## config.mk

```make
export PLATFORM = sky130hd
export DESIGN_NAME = crc16_packet_deframer
export DESIGN_NICKNAME = d
export VERILOG_FILES = /design/src/hdl/crcdf_pkg.sv /design/src/hdl/crcdf_engine.sv /design/src/hdl/crc16_packet_deframer.sv
export VERILOG_INCLUDE_DIRS = /design/src /design/src/hdl
export SDC_FILE = /design/constraint.sdc
export NUM_CORES = 1
export LEC_CHECK = 0
export ABC_AREA = 1
export BUFFER_PORTS_ARGS = -buffer_cell sky130_fd_sc_hd__buf_2
export CAP_MARGIN = 15
export CORE_MARGIN = 8
export CORE_UTILIZATION = 40
export DETAILED_ROUTE_END_ITERATION = 10
export GPL_ROUTABILITY_DRIVEN = 0
export PLACE_DENSITY = 0.67
export SLEW_MARGIN = 10
export SYNTH_ARGS = -nofsm -noshare
export SYNTH_HDL_FRONTEND = slang
export SYNTH_SLANG_ARGS = --single-unit
```

## constraint.sdc

```tcl
create_clock -name clock -period 3 [get_ports clock]
set_clock_uncertainty 0.2 [all_clocks]
set_input_delay 0.15 -clock clock [delete_from_list [all_inputs] [get_ports clock]]
set_output_delay 0.15 -clock clock [all_outputs]
set_load 0.01 [all_outputs]
```

## src/hdl/crc16_packet_deframer_macros.svh

```systemverilog
`ifndef CRC16_PACKET_DEFRAMER_MACROS_SVH
`define CRC16_PACKET_DEFRAMER_MACROS_SVH

// Same-cycle implication, clocked on clock, off during reset.
`define CRCDF_CHECK(label, ante, cons) \
   label: assert property (@(posedge clock) disable iff (reset) (ante) |-> (cons)) \
      else $error("crcdf check failed");

// Next-cycle implication, clocked on clock, off during reset.
`define CRCDF_CHECK_NEXT(label, ante, cons) \
   label: assert property (@(posedge clock) disable iff (reset) (ante) |=> (cons)) \
      else $error("crcdf check failed");

`endif

```

## src/hdl/crcdf_pkg.sv

```systemverilog
`timescale 1ns / 1ps

package crcdf_pkg;

   localparam int unsigned CSR_INDEX_W = 1;

   localparam logic [CSR_INDEX_W-1:0] CSR_START_BYTE = 1'b0;
   localparam logic [CSR_INDEX_W-1:0] CSR_MAX_LENGTH = 1'b1;

   localparam logic [7:0]  START_BYTE_RESET = 8'hA1;
   localparam logic [7:0]  MAX_LENGTH_RESET = 8'd200;
   localparam logic [15:0] CRC_INIT         = 16'hFFFF;

   typedef enum logic [2:0] {
      PH_IDLE    = 3'd0,
      PH_TYPE    = 3'd1,
      PH_LENGTH  = 3'd2,
      PH_CRC_LO  = 3'd3,
      PH_CRC_HI  = 3'd4,
      PH_PAYLOAD = 3'd5
   } phase_type;

   typedef struct packed {
      logic [7:0] start_byte;
      logic [7:0] max_length;
   } cfg_type;

   typedef struct packed {
      logic [7:0] packet_type;
      logic [7:0] packet_length;
      logic [7:0] payload_byte;
      logic       has_byte;
      logic       last;
      logic       crc_ok;
   } result_type;

   // X.25 / MCRF4XX byte update, reflected
   function automatic logic [15:0] crc_byte(input logic [15:0] crc, input logic [7:0] data);
      logic [7:0]  b;
      logic [15:0] r;
      b = data ^ crc[7:0];
      b = b ^ {b[3:0], 4'b0000};
      r = {b, crc[15:8]};
      r = r ^ {12'h000, b[7:4]} ^ {5'b00000, b, 3'b000};
      return r;
   endfunction

endpackage

```

## src/hdl/crcdf_engine.sv

```systemverilog
`timescale 1ns / 1ps

module crcdf_engine (
   input  logic                 clock,
   input  logic                 reset,
   input  logic                 step,
   input  logic [7:0]           data_byte,
   input  crcdf_pkg::cfg_type    cfg,
   output logic                 emit,
   output crcdf_pkg::result_type result
);
   import crcdf_pkg::*;

   phase_type   phase_ff, phase_in;
   logic [7:0]  held_type_ff, held_type_in;
   logic [7:0]  held_length_ff, held_length_in;
   logic [15:0] received_crc_ff, received_crc_in;
   logic [15:0] running_crc_ff, running_crc_in;
   logic [7:0]  payload_count_ff, payload_count_in;

   logic [15:0] crc_next;
   logic [7:0]  count_inc;
   logic [15:0] crc_hi_full;
   logic        fin;
   logic        has_result;

   assign crc_next    = crc_byte(running_crc_ff, data_byte);
   assign count_inc   = payload_count_ff + 8'd1;
   assign fin         = (count_inc >= held_length_ff);
   assign crc_hi_full = {data_byte, received_crc_ff[7:0]};

   always_comb begin
      phase_in = phase_ff;
      unique case (phase_ff)
         PH_TYPE: begin
            if (data_byte != 8'd0) phase_in = PH_LENGTH;
         end
         PH_LENGTH: begin
            phase_in = (data_byte > cfg.max_length) ? PH_IDLE : PH_CRC_LO;
         end
         PH_CRC_LO: phase_in = PH_CRC_HI;
         PH_CRC_HI: begin
            phase_in = (held_length_ff != 8'd0) ? PH_PAYLOAD : PH_IDLE;
         end
         PH_PAYLOAD: begin
            if (fin) phase_in = PH_IDLE;
         end
         default: begin
            phase_in = (data_byte == cfg.start_byte) ? PH_TYPE : PH_IDLE;
         end
      endcase
   end

   always_comb begin
      held_type_in     = held_type_ff;
      held_length_in   = held_length_ff;
      received_crc_in  = received_crc_ff;
      running_crc_in   = running_crc_ff;
      payload_count_in = payload_count_ff;
      has_result       = 1'b0;
      result.packet_type   = held_type_ff;
      result.packet_length = held_length_ff;
      result.payload_byte  = 8'd0;
      result.has_byte      = 1'b0;
      result.last          = 1'b0;
      result.crc_ok        = 1'b0;
      unique case (phase_ff)
         PH_TYPE: begin
            if (data_byte != 8'd0) begin
               held_type_in   = data_byte;
               running_crc_in = crc_next;
            end
         end
         PH_LENGTH: begin
            if (data_byte <= cfg.max_length) begin
               held_length_in = data_byte;
               running_crc_in = crc_next;
            end
         end
         PH_CRC_LO: received_crc_in = {8'd0, data_byte};
         PH_CRC_HI: begin
            received_crc_in = crc_hi_full;
            if (held_length_ff == 8'd0) begin
               has_result    = 1'b1;
               result.last   = 1'b1;
               result.crc_ok = (crc_hi_full == running_crc_ff);
            end
         end
         PH_PAYLOAD: begin
            running_crc_in      = crc_next;
            payload_count_in    = count_inc;
            has_result          = 1'b1;
            result.payload_byte = data_byte;
            result.has_byte     = 1'b1;
            result.last         = fin;
            result.crc_ok       = fin && (received_crc_ff == crc_next);
         end
         default: begin
            if (data_byte == cfg.start_byte) begin
               running_crc_in   = CRC_INIT;
               payload_count_in = 8'd0;
            end
         end
      endcase
   end

   assign emit = step && has_result;

   always_ff @(posedge clock) begin
      if (reset) begin
         phase_ff         <= PH_IDLE;
         held_type_ff     <= 8'd0;
         held_length_ff   <= 8'd0;
         received_crc_ff  <= 16'd0;
         running_crc_ff   <= CRC_INIT;
         payload_count_ff <= 8'd0;
      end else if (step) begin
         phase_ff         <= phase_in;
         held_type_ff     <= held_type_in;
         held_length_ff   <= held_length_in;
         received_crc_ff  <= received_crc_in;
         running_crc_ff   <= running_crc_in;
         payload_count_ff <= payload_count_in;
      end
   end

`include "crc16_packet_deframer_macros.svh"

   `CRCDF_CHECK_NEXT(a_count_advances, step && (phase_ff == PH_PAYLOAD), payload_count_ff == 8'($past(payload_count_ff) + 8'd1))
   `CRCDF_CHECK(a_empty_from_crc_hi, emit && !result.has_byte, phase_ff == PH_CRC_HI)
   `CRCDF_CHECK(a_ok_only_on_last, result.crc_ok, result.last)

endmodule

```

## src/hdl/crc16_packet_deframer.sv

```systemverilog
`timescale 1ns / 1ps
// channel  | ports                          | beat
// req      | req_valid, req_stall, req_*    | one received byte
// rsp      | rsp_valid, rsp_stall, rsp_*    | one payload byte or empty-packet marker
// csr      | csr_write, csr_index, csr_wdata| one register write
//
// One byte per cycle when not stalled; a byte passes input register, parser, result register.
// Parser state (phase, CRC, counts) updates in the single cycle a byte leaves the input register.
// Synchronous active-high reset; no clearing pass, req_stall is low straight out of reset.
// rsp_stall holds the result register; the input register still takes a byte while
// the result register is free or drains in that cycle.

module crc16_packet_deframer (
   input  logic                             clock,
   input  logic                             reset,
   input  logic                             req_valid,
   output logic                             req_stall,
   input  logic [7:0]                       req_data_byte,
   output logic                             rsp_valid,
   input  logic                             rsp_stall,
   output logic [7:0]                       rsp_packet_type,
   output logic [7:0]                       rsp_packet_length,
   output logic [7:0]                       rsp_payload_byte,
   output logic                             rsp_has_byte,
   output logic                             rsp_last,
   output logic                             rsp_crc_ok,
   input  logic                             csr_write,
   input  logic [crcdf_pkg::CSR_INDEX_W-1:0] csr_index,
   input  logic [7:0]                       csr_wdata
);
   import crcdf_pkg::*;

   cfg_type    cfg_ff;
   logic       in_valid_ff;
   logic [7:0] in_byte_ff;
   logic       rsp_valid_ff;
   result_type rsp_result_ff;

   logic       out_free;
   logic       advance;
   logic       produce;
   result_type result;

   always_ff @(posedge clock) begin
      if (reset) begin
         cfg_ff.start_byte <= START_BYTE_RESET;
         cfg_ff.max_length <= MAX_LENGTH_RESET;
      end else if (csr_write) begin
         unique case (csr_index)
            CSR_START_BYTE: cfg_ff.start_byte <= csr_wdata;
            CSR_MAX_LENGTH: cfg_ff.max_length <= csr_wdata;
            default: ;
         endcase
      end
   end

   assign out_free  = !rsp_valid_ff || !rsp_stall;
   assign advance   = in_valid_ff && out_free;
   assign req_stall = in_valid_ff && !out_free;

   always_ff @(posedge clock) begin
      if (reset) begin
         in_valid_ff <= 1'b0;
      end else if (!req_stall) begin
         in_valid_ff <= req_valid;
      end
   end

   always_ff @(posedge clock) begin
      if (!req_stall) in_byte_ff <= req_data_byte;
   end

   crcdf_engine u_engine (
      .clock     (clock),
      .reset     (reset),
      .step      (advance),
      .data_byte (in_byte_ff),
      .cfg       (cfg_ff),
      .emit      (produce),
      .result    (result)
   );

   always_ff @(posedge clock) begin
      if (reset) begin
         rsp_valid_ff <= 1'b0;
      end else if (out_free) begin
         rsp_valid_ff <= produce;
      end
   end

   always_ff @(posedge clock) begin
      if (out_free && produce) rsp_result_ff <= result;
   end

   assign rsp_valid         = rsp_valid_ff;
   assign rsp_packet_type   = rsp_result_ff.packet_type;
   assign rsp_packet_length = rsp_result_ff.packet_length;
   assign rsp_payload_byte  = rsp_result_ff.payload_byte;
   assign rsp_has_byte      = rsp_result_ff.has_byte;
   assign rsp_last          = rsp_result_ff.last;
   assign rsp_crc_ok        = rsp_result_ff.crc_ok;

`include "crc16_packet_deframer_macros.svh"

   `CRCDF_CHECK(a_stall_needs_item, req_stall, in_valid_ff)
   `CRCDF_CHECK(a_drain_when_empty, in_valid_ff && !rsp_valid_ff, !req_stall)
   `CRCDF_CHECK_NEXT(a_rsp_clears, rsp_valid && !rsp_stall && !produce, !rsp_valid)
   `CRCDF_CHECK(a_mid_has_byte, produce && !result.last, result.has_byte)

endmodule

```

* Yosys cells after proc, flatten, opt, wreduce, memory -nomap -nowiden
Cells that the tools add are included. Widths: inputs -> output; s select.
Operators by class: $add $sub $neg 1, multipliers 0, divide/modulo/power cells 0, order comparisons 3, eq/ne operators 11, shifts and indexed selects 0, multiplexer cells 18, bitwise operators 8, reductions and logical operators 26
Operators by type and width (count):
- $pmux 16 s4 | 1
- $mux 16 | 3
- $eq 16x16->1 | 2
- $pmux 16 s2 | 1
- $pmux 8 s2 | 1
- $reduce_bool 8->1 | 2
- $xor 16x11->16 | 1
- $xor 16x4->16 | 1
- $xor 8x8->8 | 2
- $pmux 3 s5 | 1
- $reduce_and 3->1 | 5
- $mux 3 | 3
- $add 8x1->8 const B | 1
- $eq 8x8->1 | 1
- $ge 8x8->1 | 1
- $gt 8x8->1 | 1
- $le 8x8->1 | 1
- $logic_not 8->1 | 1
- $mux 8 | 1
- $eq 3x2->1 const B | 2
- $eq 3x3->1 const B | 2
- $ne 2x1->1 const B | 3
- $reduce_and 2->1 | 3
- $logic_and 1x1->1 | 5
- other kinds (13) | 22
Word-level totals: flip-flop bits (word level) 112, bits in latches 0, bits in writable memories 0, bits in read-only memories 0, bits of input ports 22, memories 0

* Depth between registers and ports, before layout
Gate-level depths: netlist (run 1).
depth in word-level cells 7, mapped depth 15, depth with buffers taken out 15

* Hierarchy
From an unflattened synthesis (run 1), not the netlist that was laid out.
Unflattened totals: cell total of the unflattened synthesis 784, area total of the unflattened synthesis 5848.1 µm²
Modules (own cells, without submodules):
- crcdf_engine | times used 1, cells each 653, area an instance 4100.2 µm², sequential area each 1181.1 µm²
- crc16_packet_deframer | times used 1, cells each 131, area an instance 1747.9 µm², sequential area each 1411.4 µm²

* Least setup slack after synthesis (run 1)
OpenSTA, ideal clock, no wires.
kind register -> register, start reg u_engine.phase_ff[2], end reg rsp_result_ff, in the netlist rsp_crc_ok (enable), setup time 0.421 ns, data arrival time 2.216 ns, setup slack 0.162 ns, stages on the path, launching flop included 7, path buffers 0, cells stage by stage dfxtp_1 inv_2 nor3_1 inv_2 nor2_1 inv_1 a21oi_1
Between the ends: cells in the longest elaborated chain, start to end 4, elaborated cells between the ends (all ways) 5
Ends and longest elaborated chain:
- from (decl) | RTL line crcdf_engine.sv:14 | phase_type phase_ff, phase_in;
- from (signal assigned) | RTL line crcdf_engine.sv:118 | phase_ff <= phase_in;
- $eq 3x3->1 | RTL line crcdf_engine.sv:67 | unique case (phase_ff)
- $pmux 1 s2 * | RTL line crcdf_engine.sv:67
- $logic_and 1x1->1 * | RTL line crcdf_engine.sv:107 | assign emit = step && has_result;
- $logic_and 1x1->1 * | RTL line crc16_packet_deframer.sv:92 | if (out_free && produce) rsp_result_ff <= result;
- to (signal assigned) | RTL line crc16_packet_deframer.sv:92
- to (decl) | RTL line crc16_packet_deframer.sv:37 | result_type rsp_result_ff;
Every way passes the cells marked *; elsewhere a longest branch is shown, timed or not. A chain may end at the register's enable or synchronous reset.

==> impl_metrics.csv, run 1 <==
group,metric,value,unit
power,power.density,513,nW/um^2
clock_tree,cts_num_sinks,112,
route,vias,5209,
critical_path,end_kind,"register",
critical_path,path_delay_family,"simple AND/OR/NAND/NOR gates",
finish,seq_area,2590,sq um
synth,syn_nets,809,
timing,setup_violations,0,
floorplanning,die_w,136,um
min_path,hold_class,"in -> reg",
placed_design,dp_hpwl,10800,um
synth,synth-xor-area-share,0.0408,
timing,timing.slew.headroom,0.384,
critical_path,path_buf_inv,3,
synth,synth_warnings,0,
critical_path,critPathLaunchType,"register",
floorplanning,die-area,18600,sq um
route,routed_wl,15300,um
critical_path,required,2.91,ns
critical_path,slowest_stage,"dfxtp_1",
floorplanning,fp-row-count,44,
critical_path,crit_path_max_fanout,4,
timing,hold_ws,0.0167,ns
clock_tree,post_cts_buffers,0,
route,first_pass_iters,5,
critical_path,crit_type,"reg -> reg",
critical_path,cpPeakStageDelay,0.38,ns
power,power.total,3.43,mW
placed_design,dp.cells,992,
synth,synth_top_family_by_area,"simple AND/OR/NAND/NOR gates",
route,ant_nets,0,
clock_tree,cts_max_level,3,
timing,tns,0,ns
clock_tree,numCtsBuffers,9,
route,top_layer_used,"met4",
route,vias_per_cell,5.08,
synth,avgSynthCellArea,7.52,sq um
finish,final_common_cell,"nand2_1",
finish,area.growth.synth_to_final,15.6,%
finish,multi_input_area,2740,sq um
power,p_leak,3.11,nW
route,dr_wl_met3,685,um
global_routing,globalRouteTotalUtil,0.171,
timing,fin_crit_sh,0.858,
synth,ys_ff_latch,112,
synth,synth-compound-area-share,0.0843,
synth,synthCells,770,
synth,synth_area,5790,sq um
route,detail_route.iter0.violations,388,
run_status,run_status,"finished clean",
global_routing,grt_pass1_wl,24900,um
synth,synth_fa_ha_area_frac,0.0367,
synth,muxShareOfSynthArea,0,
placed_design,io_buffers,50,
clock_tree,clock_path_buffers,2,
finish,nets,876,
finish,n_antenna_cell,0,
clock_tree,cts_tree,"built",
global_routing,grt_max_degree,53,
timing,hold_viol,0,
route,wl_met2,7360,um
placed_design,place_ws,0.389,ns
timing,worst_slack,0.425,ns
floorplanning,ios,51,
critical_path,path_cells,"inv_1 > nor2_1 > nand3_1 > nand3b_1 > xor2_1 > inv_1 > ha_1 > inv_1 > nor3_1 > nor3b_1 > nand3_1 > nand2_1 > nor2_1 > nand2_1 > nand2_1",
synth,synth.yosys.seq_area_share,0.448,
finish,nFillCells,1414,
clock_tree,clkTransAtPathRegs,0.08,ns
timing,fmax,0.388,GHz
synth,yosysUniqueCellTypes,36,
global_routing,overflow,0,
critical_path,arrival,2.49,ns
floorplanning,core-area,14300,sq um
timing,max_slew.worst_pin.slew,0.920,ns
run,max_cap_viol_count,0,
global_routing,antenna_found_initial,0,
timing,rsz0062_at_grt,"false",
route,wl_per_cell,14.9,um
floorplanning,start_util,0.405,
route,wl_met1,6930,um
power,peakVddDrop,0.266,mV
clock_tree,clock_latency,0.36,ns
finish,final_cell_mix,"nand2_1, dfxtp_1, inv_1, nor2_1, nand3_1",
finish,final_cells,1026,
synth,synth-simple-area-share,0.309,
timing,slew_violations,0,
finish,drive_gt1_frac,0.118,
clock_tree,cts_root_buf,"clkbuf_16",
route,drc,0,
global_routing,first_global_vias,4980,
floorplanning,die_h,136,um
timing,fin_crit,2.57,ns
## state kept, by name, indices dropped and copies added (netlist names)
name and flops:
rsp_has_byte 1, rsp_valid 1, rsp_crc_ok 1, rsp_packet_type 8, u_engine.held_type_ff 8, u_engine.running_crc_ff 16
u_engine.payload_count_ff 8, u_engine.phase_ff 3, in_valid_ff 1, cfg_ff 16, rsp_last 1, u_engine.received_crc_ff 16
in_byte_ff 8, u_engine.held_length_ff 8, rsp_payload_byte 8, rsp_packet_length 8
## report_power, final
part	total, mW	switching [mW]	internal (mW)	leakage, nW
registers	1.67	0.0545	1.61	0.959
clock network	1.17	0.574	0.594	0.134
logic	0.601	0.391	0.209	2.02
total	3.43	1.02	2.41	3.11
## final timing paths
kind	start	to	cells past startpoint	slack, ns
worst max-delay path	u_engine.payload_count_ff[0]	rsp_crc_ok	15	0.43
worst min-delay path	csr_index	cfg_ff[13]	4	0.02
worst max register to register	u_engine.payload_count_ff[0]	rsp_crc_ok	15	0.43
worst min register to register	u_engine.held_type_ff[1]	rsp_packet_type[1]	0	0.23
## cell usage after synthesis (all sizes together)
cell / count / share of area
nand2: 237 / 0.15
inv: 84 / 0.055
dfxtp: 77 / 0.27
nor2: 76 / 0.051
nand3: 64 / 0.057
a21oi: 43 / 0.038
edfxtp: 35 / 0.18
nand4: 27 / 0.029
o21ai: 27 / 0.024
xnor2: 19 / 0.029
ha: 17 / 0.037
buf: 13 / 0.018
clkbuf: 12 / 0.0078
xor2: 8 / 0.012
a211oi: 6 / 0.0078
nand3b: 6 / 0.0078
o211ai: 4 / 0.0052
nor3: 3 / 0.0026
or2: 3 / 0.0037
nor4: 2 / 0.0022
o22ai: 2 / 0.0022
a21o: 1 / 0.0013
nor3b: 1 / 0.0013
o2111ai: 1 / 0.0015
o21a: 1 / 0.0013
o21bai: 1 / 0.0032
## area by class of cell
class                   count  share of cell area
well taps                 184              0.0344
repair buffers             81              0.0788
flip-flops and latches    112               0.387
inverters                  84              0.0478
multi-input cells         549               0.410
clock buffers              11              0.0362
clock inverters             5             0.00598
## worst register-to-register path, stage by stage, from the launching register on
cell	delay (ns)
dfxtp_1	0.38
inv_1	0.07
nor2_1	0.16
nand3_1	0.13
nand3b_1	0.19
xor2_1	0.14
inv_1	0.07
ha_1	0.28
inv_1	0.09
nor3_1	0.05
nor3b_1	0.22
nand3_1	0.12
nand2_1	0.10
nor2_1	0.05
nand2_1	0.05
nand2_1	0.04
## through the flow
step	area, sq um	utilization
final	6700	0.468
after detailed placement	6230	0.435
after global routing	6700	0.468
after global placement	6230	0.435
after floorplan	5790	-
after CTS	6690	0.468
## layer usage
layer,vias up,global-route usage
li1,2645,-
met1,2414,0.212
met2,124,0.289
met3,26,0.0333
met4,0,0.0574
met5,-,0
## cell families (layout without fill, tap and decap cells)
family,after synthesis,count (layout)
buffers and inverters,109,181
and+or+nand+nor,419,419
adders and majority gates,17,17
xor gates and xnor gates,27,27
DFF,112,112
AOI/OAI and AO/OA,86,86
## what timing repair did
action	4_1_cts	5_1_grt
resized for setup	0	1
hold buffers	18	0
endpoints found under the setup margin	0	1
hold endpoints to repair	26	0
No activity file was read; power rests on OpenSTA's default activity.
==> run 2: changes to the inputs <==
PLACE_DENSITY = 0.65   (was 0.67)
clock period = 3.24 ns   (was 3 ns; I/O delays follow)
==> impl_metrics.csv, run 2 (same netlist as run 1, synthesis figures left out) <==
group,metric,value,unit
critical_path,path_delay_family,"simple AND/OR/NAND/NOR gates",
finish,final_cells,1028,
placed_design,io_buffers,50,
critical_path,path_buf_inv,1,
route,detail_route.iter0.violations,406,
critical_path,required,3.33,ns
timing,slew_violations,0,
clock_tree,ctsResizeCount,0,
min_path,hold_class,"in -> reg",
timing,fin_crit,2.68,ns
route,first_pass_iters,5,
timing,timing.slew.headroom,0.436,
floorplanning,start_util,0.405,
power,power.density,498,nW/um^2
placed_design,place_ws,0.637,ns
route,vias_per_cell,5.03,
global_routing,globalRouteTotalUtil,0.175,
clock_tree,numCtsBuffers,9,
finish,drive_gt1_frac,0.118,
clock_tree,cts_max_level,3,
finish,final_common_cell,"nand2_1",
timing,setup_violations,0,
placed_design,dp_hpwl,11200,um
route,ant_nets,0,
run,max_cap_viol_count,0,
global_routing,overflow,0,
timing,fin_crit_sh,0.827,
floorplanning,die_h,136,um
finish,n_antenna_cell,0,
floorplanning,die_w,136,um
critical_path,critPathLaunch,"in_byte_ff[1]",
finish,nFillCells,1432,
finish,multi_input_area,2740,sq um
clock_tree,clock_latency,0.36,ns
critical_path,crit_type,"reg -> reg",
clock_tree,cts_hold_buffers,18,
route,wl_per_cell,15.0,um
timing,max_slew.worst_pin.slew,0.845,ns
critical_path,crit_path_max_fanout,16,
timing,hold_viol,0,
critical_path,arrival,2.77,ns
global_routing,grt_max_degree,53,
finish,area.growth.synth_to_final,16.9,%
finish,final_cell_mix,"nand2_1, dfxtp_1, inv_1, nor2_1, nand3_1",
clock_tree,cts_tree,"built",
timing,worst_slack,0.561,ns
finish,reg_top3,"cfg_ff x16, u_engine.received_crc_ff x16, u_engine.running_crc_ff x16",
critical_path,path_cells,"ha_1 > inv_1 > nor2_1 > nor2_1 > o21ai_0 > a21o_1 > nand3_1 > nand3_4 > nand2_1 > nand3_1",
floorplanning,core-area,14300,sq um
floorplanning,die-area,18600,sq um
route,routed_wl,15400,um
power,p_leak,3.15,nW
global_routing,antenna_found_initial,0,
clock_tree,cts_root_buf,"clkbuf_16",
clock_tree,cts_num_sinks,112,
route,drc,0,
critical_path,r2r_start,"in_byte_ff[1]",
timing,fmax,0.373,GHz
route,vias,5169,
clock_tree,clkTransAtPathRegs,0.07,ns
floorplanning,fp-row-count,44,
clock_tree,post_cts_buffers,0,
finish,seq_area,2590,sq um
clock_tree,clock_path_buffers,2,
run_status,run_status,"finished clean",
timing,tns,0,ns
timing,rsz0062_at_grt,"false",
critical_path,critPathLaunchType,"register",
placed_design,dp.cells,994,
global_routing,first_global_vias,5054,
critical_path,slowest_stage,"edfxtp_1",
finish,nets,878,
min_path,hp-start,"csr_index",
power,peakVddDrop,0.301,mV
global_routing,grt_pass1_wl,25600,um
critical_path,cpPeakStageDelay,0.56,ns
floorplanning,ios,51,
critical_path,end_kind,"register",
finish,fin_util,0.473,
[run 2: worst paths after layout]
| kind | end | slack, ns | cells after the start |
|---|---|---|---|
| setup / recovery | u_engine.running_crc_ff[1] | 0.56 | 10 |
| hold / removal | cfg_ff[13] | 0.02 | 4 |
| setup reg to reg | u_engine.running_crc_ff[1] | 0.56 | 10 |
| hold reg to reg | rsp_packet_type[5] | 0.23 | 0 |
[run 2: layout make-up]
cell class	instances	share of cell area
Clock inverter	7	0.0176
Sequential cell	112	0.383
Tap cell	184	0.0340
Clock buffer	9	0.0333
Inverter	84	0.0473
Timing Repair Buffer	83	0.0802
Multi-Input combinational cell	549	0.405
[run 2: worst register-to-register path, stage by stage (launching register included)]
cell,delay [ns]
edfxtp_1,0.56
ha_1,0.36
inv_1,0.05
nor2_1,0.09
nor2_1,0.05
o21ai_0,0.14
a21o_1,0.14
nand3_1,0.44
nand3_4,0.42
nand2_1,0.09
nand3_1,0.07
[run 2: report_power, final]
| group | leakage [nW] | switching, mW | internal [mW] |
|---|---|---|---|
| combinational | 2.03 | 0.356 | 0.197 |
| clock | 0.164 | 0.519 | 0.757 |
| sequential | 0.959 | 0.0518 | 1.49 |
| total | 3.15 | 0.928 | 2.45 |
[run 2: metal layers]
layer / wire, um / vias up / track usage / part of all wire
met5: 0 / - / 0 / 0
met4: 466 / 0 / 0.0793 / 0.030
met3: 917 / 31 / 0.0325 / 0.060
met2: 7300 / 146 / 0.289 / 0.47
met1: 6690 / 2336 / 0.217 / 0.44
li1: - / 2656 / - / -
[run 2: stage by stage]
step | total power, mW | hold slack [ns] | instance area, sq um
floorplan | 1.96 | 0.0609 | 5790
global placement | 2.10 | 0.138 | 6240
detailed placement | 2.10 | 0.143 | 6240
CTS | 3.39 | 0.0140 | 6770
global route | 3.54 | 0.0420 | 6770
finish | 3.37 | 0.0181 | 6770
